===== src/hdl/mar_pkg.sv =====
// Shared types and constants for the MPEG audio RTP reassembly block.
// No dependencies; imported by every module of the block.
`timescale 1ns / 1ps

package mar_pkg;

    localparam int unsigned MAX_FRAME_BYTES_DEF = 65535;
    localparam logic [15:0] HDR_BYTES           = 16'd4;
    localparam int unsigned RES_SLOTS           = 3;

    typedef enum logic [2:0] {
        KIND_APPEND = 3'd0,
        KIND_DONE   = 3'd1,
        KIND_SMALL  = 3'd2,
        KIND_ORPHAN = 3'd3,
        KIND_GAP    = 3'd4
    } t_kind;

    typedef struct packed {
        logic [15:0] fragment_offset;
        logic [15:0] sequence_number;
        logic        marker;
        logic [15:0] pay_bytes;
        logic [31:0] stamp_ms;
    } t_in;

    typedef struct packed {
        t_kind       kind;
        logic [15:0] write_offset;
        logic [15:0] data_length;
        logic [15:0] frame_length;
        logic [31:0] frame_stamp;
        logic        last;
    } t_out;

    function automatic t_out mk_res(t_kind kind, logic [15:0] woff, logic [15:0] dlen,
                                    logic [15:0] flen, logic [31:0] fstamp);
        t_out r;
        r.kind         = kind;
        r.write_offset = woff;
        r.data_length  = dlen;
        r.frame_length = flen;
        r.frame_stamp  = fstamp;
        r.last         = 1'b0;
        return r;
    endfunction

endpackage


===== src/hdl/mpeg_audio_rtp_reassembly.sv =====
// Top level of the MPEG audio RTP reassembly block (RFC 2250 audio fragments).
// Depends on mar_pkg for payload structs, result kinds and constants.
`timescale 1ns / 1ps

// Rebuilds MPEG audio frames from RTP packet descriptors. Each accepted request
// passes through an input register; one level of compare/add logic then turns
// it into one to three results (sequence gap, orphan fragment, too small,
// append, frame complete), which are loaded into a three-slot result register
// and drained one per cycle on the output channel while the receiver is ready,
// the final one flagged by last. Requests of one result each go in one per
// cycle while the receiver is ready; a request with more results holds the
// output channel until its last result drains, and the next request waits in
// the input register until then. A payload of four bytes or fewer is reported
// and leaves the frame state alone. The frame length saturates at
// P_MAX_FRAME_BYTES; data_length still reports the full size.
module mpeg_audio_rtp_reassembly #(
    parameter int unsigned P_MAX_FRAME_BYTES = mar_pkg::MAX_FRAME_BYTES_DEF
) (
    input  logic          i_clk,
    input  logic          i_rst_n,
    input  logic          i_in_valid,
    output logic          o_in_ready,
    input  mar_pkg::t_in  i_in_data,
    output logic          o_out_valid,
    input  logic          i_out_ready,
    output mar_pkg::t_out o_out_data
);
    import mar_pkg::*;

    localparam logic [16:0] MAX_SUM = 17'(P_MAX_FRAME_BYTES);

    // input register
    logic        r_in_valid;
    t_in         r_in;

    // frame state
    logic [15:0] r_len,   n_len;
    logic [31:0] r_stamp, n_stamp;
    logic [15:0] r_prev,  n_prev;

    // result slots; r_cnt == 0 means empty
    t_out        r_slot [RES_SLOTS];
    t_out        n_slot [RES_SLOTS];
    logic [1:0]  r_cnt,  n_cnt;
    logic [1:0]  r_pos;

    logic        out_fire;
    logic        drain_last;
    logic        adv;

    assign o_out_valid = (r_cnt != 2'd0);
    assign o_out_data  = r_slot[r_pos];
    assign out_fire    = o_out_valid && i_out_ready;
    assign drain_last  = out_fire && o_out_data.last;
    // move the held request into the slots once they are free this cycle
    assign adv         = r_in_valid && (!o_out_valid || drain_last);
    assign o_in_ready  = !r_in_valid || adv;

    // decision logic
    logic        small_pkt, start, has_pend, seq_ok;
    logic [15:0] dlen, base_len;
    logic [16:0] sum;
    logic [15:0] sat_len;
    logic [31:0] done_stamp;
    logic [1:0]  j0;

    always_comb begin
        small_pkt  = (r_in.pay_bytes <= HDR_BYTES);
        dlen       = r_in.pay_bytes - HDR_BYTES;
        start      = (r_in.fragment_offset == 16'd0);
        has_pend   = (r_len != 16'd0);
        seq_ok     = (r_in.sequence_number == r_prev + 16'd1);
        base_len   = start ? 16'd0 : r_len;
        sum        = {1'b0, base_len} + {1'b0, dlen};
        sat_len    = (sum > MAX_SUM) ? MAX_SUM[15:0] : sum[15:0];
        done_stamp = start ? r_in.stamp_ms : r_stamp;
        j0         = (start && has_pend) ? 2'd1 : 2'd0;

        for (int j = 0; j < RES_SLOTS; j++) begin
            n_slot[j] = mk_res(KIND_APPEND, 16'd0, 16'd0, 16'd0, 32'd0);
        end
        n_cnt   = 2'd1;
        n_len   = r_len;
        n_stamp = r_stamp;
        n_prev  = r_prev;

        if (small_pkt) begin
            n_slot[0] = mk_res(KIND_SMALL, 16'd0, 16'd0, 16'd0, 32'd0);
        end else if (!start && !has_pend) begin
            n_slot[0] = mk_res(KIND_ORPHAN, 16'd0, 16'd0, 16'd0, 32'd0);
            n_prev    = r_in.sequence_number;
        end else if (!start && !seq_ok) begin
            n_slot[0] = mk_res(KIND_GAP, 16'd0, 16'd0, 16'd0, 32'd0);
            n_prev    = r_in.sequence_number;
            n_len     = 16'd0;
        end else begin
            // flush the pending frame ahead of a new one
            if (start && has_pend) begin
                n_slot[0] = mk_res(KIND_DONE, 16'd0, 16'd0, r_len, r_stamp);
            end
            n_slot[j0] = mk_res(KIND_APPEND, base_len, dlen, 16'd0, 32'd0);
            n_cnt      = j0 + 2'd1;
            if (r_in.marker) begin
                n_slot[j0 + 2'd1] = mk_res(KIND_DONE, 16'd0, 16'd0, sat_len, done_stamp);
                n_cnt             = j0 + 2'd2;
            end
            n_prev  = r_in.sequence_number;
            n_stamp = done_stamp;
            n_len   = r_in.marker ? 16'd0 : sat_len;
        end

        for (int j = 0; j < RES_SLOTS; j++) begin
            n_slot[j].last = (2'(j) == n_cnt - 2'd1);
        end
    end

    always_ff @(posedge i_clk) begin
        if (!i_rst_n) begin
            r_in_valid <= 1'b0;
            r_cnt      <= 2'd0;
            r_pos      <= 2'd0;
            r_len      <= 16'd0;
            r_stamp    <= 32'd0;
            r_prev     <= 16'd0;
        end else begin
            if (i_in_valid && o_in_ready) begin
                r_in_valid <= 1'b1;
            end else if (adv) begin
                r_in_valid <= 1'b0;
            end

            if (adv) begin
                r_cnt   <= n_cnt;
                r_pos   <= 2'd0;
                r_len   <= n_len;
                r_stamp <= n_stamp;
                r_prev  <= n_prev;
            end else if (drain_last) begin
                r_cnt <= 2'd0;
                r_pos <= 2'd0;
            end else if (out_fire) begin
                r_pos <= r_pos + 2'd1;
            end
        end
    end

    // payload registers, no reset
    always_ff @(posedge i_clk) begin
        if (i_in_valid && o_in_ready) begin
            r_in <= i_in_data;
        end
        if (adv) begin
            r_slot <= n_slot;
        end
    end

endmodule


===== config.mk =====
export PLATFORM = sky130hd
export DESIGN_NAME = mpeg_audio_rtp_reassembly
export DESIGN_NICKNAME = d
export VERILOG_FILES = /design/src/hdl/mar_pkg.sv /design/src/hdl/mpeg_audio_rtp_reassembly.sv
export SDC_FILE = /design/constraint.sdc
export NUM_CORES = 1
export LEC_CHECK = 0
export BUFFER_PORTS_ARGS = -buffer_cell sky130_fd_sc_hd__buf_2
export CAP_MARGIN = 30
export CORE_ASPECT_RATIO = 1.5
export CORE_MARGIN = 4
export CORE_UTILIZATION = 40
export DETAILED_ROUTE_END_ITERATION = 16
export PLACE_DENSITY = 0.59
export SYNTH_ARGS = -nofsm -noshare
export SYNTH_HDL_FRONTEND = slang
export SYNTH_SLANG_ARGS = --single-unit

===== constraint.sdc =====
create_clock -name i_clk -period 16.8 [get_ports i_clk]
set_input_delay 1.68 -clock i_clk [delete_from_list [all_inputs] [get_ports i_clk]]
set_output_delay 1.68 -clock i_clk [all_outputs]
set_load 0.02 [all_outputs]

==> impl_metrics.csv <==
group,metric,value,unit
timing,hold_viol,0,
clocking,clock-sinks,366,
setup_path,endpoint_kind,"primary output",
clocking,post_cts_setup_bufs,0,
finish,n_antenna_cell,0,
placed_design,detailed_place_hpwl,25.2,mm
timing,timing.slew.headroom,32.3,%
job,cap_viol_max_count,0,
clocking,clock_tree_from_tritoncts,"done",
clocking,cts_max_path_buffers,3,
synth,synth.cell_area,0.0164,sq mm
synth,yosys.area.top_type,"edfxtp_1",
pwr,ir_worst_vdd,0.0615,mV
detailed_routing,final_antenna_net_count,0,
die,fp.dieArea,0.0443,sq mm
setup_path,critPathTopFamily,"buffers and inverters",
clocking,cts_hold_repair.buffers,0,
setup_path,timing.critical_path.from_type,"flop",
synth,synth-async-reset-ratio,0,%
setup_path,worst_path_largest_cell_delay,710,ps
timing,final.hold.worst_slack,463,ps
clocking,cts_repair_resize_count,0,
hold_path,hold_path.startpoint,"r_stamp[11]$_SDFFE_PN0P_",
finish,final_layout_size_suffix_gt1_share,16.9,%
grt,grt_pass1_vias,10900,
synth,top_cells_by_area_in_the_synthesized_netlist,"edfxtp_1, dfxtp_1, mux2i_1, nor2_1, nand2_1",
timing,number_of_setup_violations_in_the_final_report,0,
timing,final.min_clock_period,4400,ps
setup_path,worstPathBufferInverterCount,3,
pwr,cellLeakagePower,7.03,nW
clocking,clk_pin_slew_worst_paths,60,ps
timing,setup_repair_after_global_routing_missed_its_margin,"no",
die,design.core.area,0.0403,sq mm
synth,post_synth_num_cell_types,64,
setup_path,critical_path.max_fanout,42,
finish,finish.net_count,1665,
setup_path,timing.critical_path.cells,"buf_4, buf_16, mux2i_1, o21ai_0, buf_2",
pwr,power_density_relative_to_cell_area,102,mW/mm^2
die,initial_utilization,40.7,%
setup_path,critPathSlowestCell,"dfxtp_4",
synth,yosysSeqAreaShare,62.8,%
grt,grt_first_pass_wirelength,61.3,mm
hold_path,min_delay_worst_endpoint,"r_stamp[11]$_SDFFE_PN0P_",
setup_path,regToRegStartpoint,"r_in[74]$_DFFE_PP_",
setup_path,worstReg2RegEnd,"r_slot[34]$_SDFFCE_PP0P_",
run_status,status,"complete, no violations",
synth,syn_area_per_cell,11.6,sq um
timing,setup_tns_final,0,ps
clocking,clock_latency,530,ps
timing,slew_at_the_pin_closest_to_its_max_slew_limit,1020,ps
placed_design,weighted_congestion_reported_at_the_end_of_routability_driven_placement,0.857,
synth,syn-num-nets,1515,
detailed_routing,drcViolationCount,0,
finish,nFillCells,3689,
finish,synthToLayoutAreaGrowth,16.1,%
timing,clock.fmax,0.227,GHz
die,std_cell_rows,90,
synth,synth.yosys.warnings,0,
detailed_routing,initialDrtViolationCount,802,
placed_design,port_buffers,170,
synth,synth_flop_cell,"edfxtp_1",
setup_path,worstSetupPathType,"reg -> out",
setup_path,worstRegToRegCells,14,
die,chipHeight,256,um
clocking,cts.root.buffer_cell,"clkbuf_16",
detailed_routing,wirelength,39.5,mm
synth,synth_cells,1411,
timing,final_report_max_slew_violation_count,0,
detailed_routing,viasPerCell,5.16,
grt,grt_start_max_net_pins,169,
hold_path,hold_path_class,"reg -> reg",
timing,layout_worst_path_cycle_share,26.2,%
synth,yosys.cell_count.top_type,"edfxtp_1",
detailed_routing,routedWlPerCell,18.9,um
clocking,number_of_buffers_added_by_the_clock_tree_synthesis_step,36,
synth,synth_seq_cells,366,
synth,synth_top_cell_area_share,54.4,%
setup_path,cp.arrival,2720,ps
grt,remaining_global_route_overflow,0,
die,num_io_pins,171,
synth,ys_top_cells_by_count,"edfxtp_1, nor2_1, nand2_1, mux2i_1, o21ai_0",
detailed_routing,drt_first_pass_iters,5,
setup_path,rrSetupSlack,12530,ps
synth,synth_edf_count,297,
setup_path,worst-endpoint-required,15120,ps
timing,fin_worst_skew,18.6,ps
hold_path,worstHoldPathCells,2,
grt,grt_util_all_layers,17.4,%
die,die_x,173,um
detailed_routing,vias,10800,
grt,initial_antenna_violation_count,0,
clocking,cts-htree-levels,2,
## logic make-up after synthesis
kind of cell	Yosys count	synth area share, %
and+or+nand+nor	555	15.6
DFF	366	62.8
AOI/OAI and AO/OA	177	6.48
muxes	135	8.25
buffers and inverters	110	2.63
xor gates and xnor gates	45	2.49
adders and majority gates	23	1.74
## metrics by stage
stage                     instance area, sq um  utilization [%]  cells  power (mW)  setup slack [ps]
after floorplan                          16400                -   1411        1.12              1860
after global placement                   17700             44.0   2024        1.15             12580
after detailed placement                 17800             44.2   2028        1.15             12560
after CTS                                19000             47.1   2094        1.96             11990
after global routing                     19000             47.2   2095        2.01             12240
final                                    19000             47.2   2095        1.94             12400
## placed cells by master (no fill, tap or decap), types with 5 or more instances in the layout
cell,n
buf_2,170
edfxtp_1,297
clkinv_2,10
clkbuf_1,7
ha_1,18
clkinv_1,5
inv_1,30
nand2_1,153
o21ai_0,79
xnor2_1,28
nor2_1,216
buf_4,15
xor2_1,16
nor4_1,13
and2_1,66
clkbuf_16,37
or3_1,6
mux2i_1,135
a21oi_1,51
dfxtp_1,67
nand3_1,19
nor2b_1,5
o211ai_1,6
nand4_1,9
nor3_1,11
and3_1,30
## layer usage
layer	part of all wire, %	track usage (%)	vias up	wire length, um
met4	3.6	6.52	0	1430
met2	52	32.0	227	20600
met5	0	0	-	0
met3	3.4	2.54	79	1330
met1	41	20.5	5211	16200
li1	-	-	5300	-
## worst max-delay path by stage
stage | cells after the start | slack (ps) | startpoint | endpoint
floorplan | 7 | 1860 | i_out_ready | r_stamp[29]$_SDFFE_PN0P_
global placement | 4 | 12580 | r_pos[0]$_SDFFE_PP0P_ | o_out_data[23]
detailed placement | 14 | 12560 | r_in[74]$_DFFE_PP_ | r_slot[34]$_SDFFCE_PP0P_
CTS | 6 | 11990 | r_pos[1]$_SDFFE_PP0P_ | o_out_data[47]
global route | 5 | 12240 | r_pos[0]$_SDFFE_PP0P_ | o_out_data[23]
finish | 5 | 12400 | r_pos[0]$_SDFFE_PP0P_ | o_out_data[23]
## worst register-to-register path: stages (launching register included)
cell	delay [ps]
edfxtp_1	370
nor4_1	440
nand4_1	150
buf_4	240
and2_1	210
ha_1	350
nand3_1	120
a21oi_1	300
o211a_1	210
o2111ai_1	140
o2111ai_2	260
a31oi_2	190
o31ai_4	740
nor2_1	240
nor2_1	160
## final cells by class
type                            instances  area, sq um  area share [%]
Clock buffer                           44          952            5.00
Clock inverter                         22          215            1.13
Inverter                               31          116           0.611
Multi-Input combinational cell        935         5710            30.0
Sequential cell                       366        10300            54.2
Tap cell                              506          633            3.33
Timing Repair Buffer                  191         1100            5.79
## report_power, final
group	leakage, nW	internal (mW)	switching, mW	total [mW]
sequential	3.34	1.02	0.0168	1.03
combinational	3.11	0.0355	0.0665	0.102
clock	0.581	0.468	0.337	0.805
## state kept, by name (all words and copies together), names as in the netlist
name	cells
r_in_valid	1
r_prev	16
r_pos	2
r_slot	216
r_in	81
r_cnt	2
r_stamp	32
r_len	16
No activity file was read; power rests on OpenSTA's default activity.
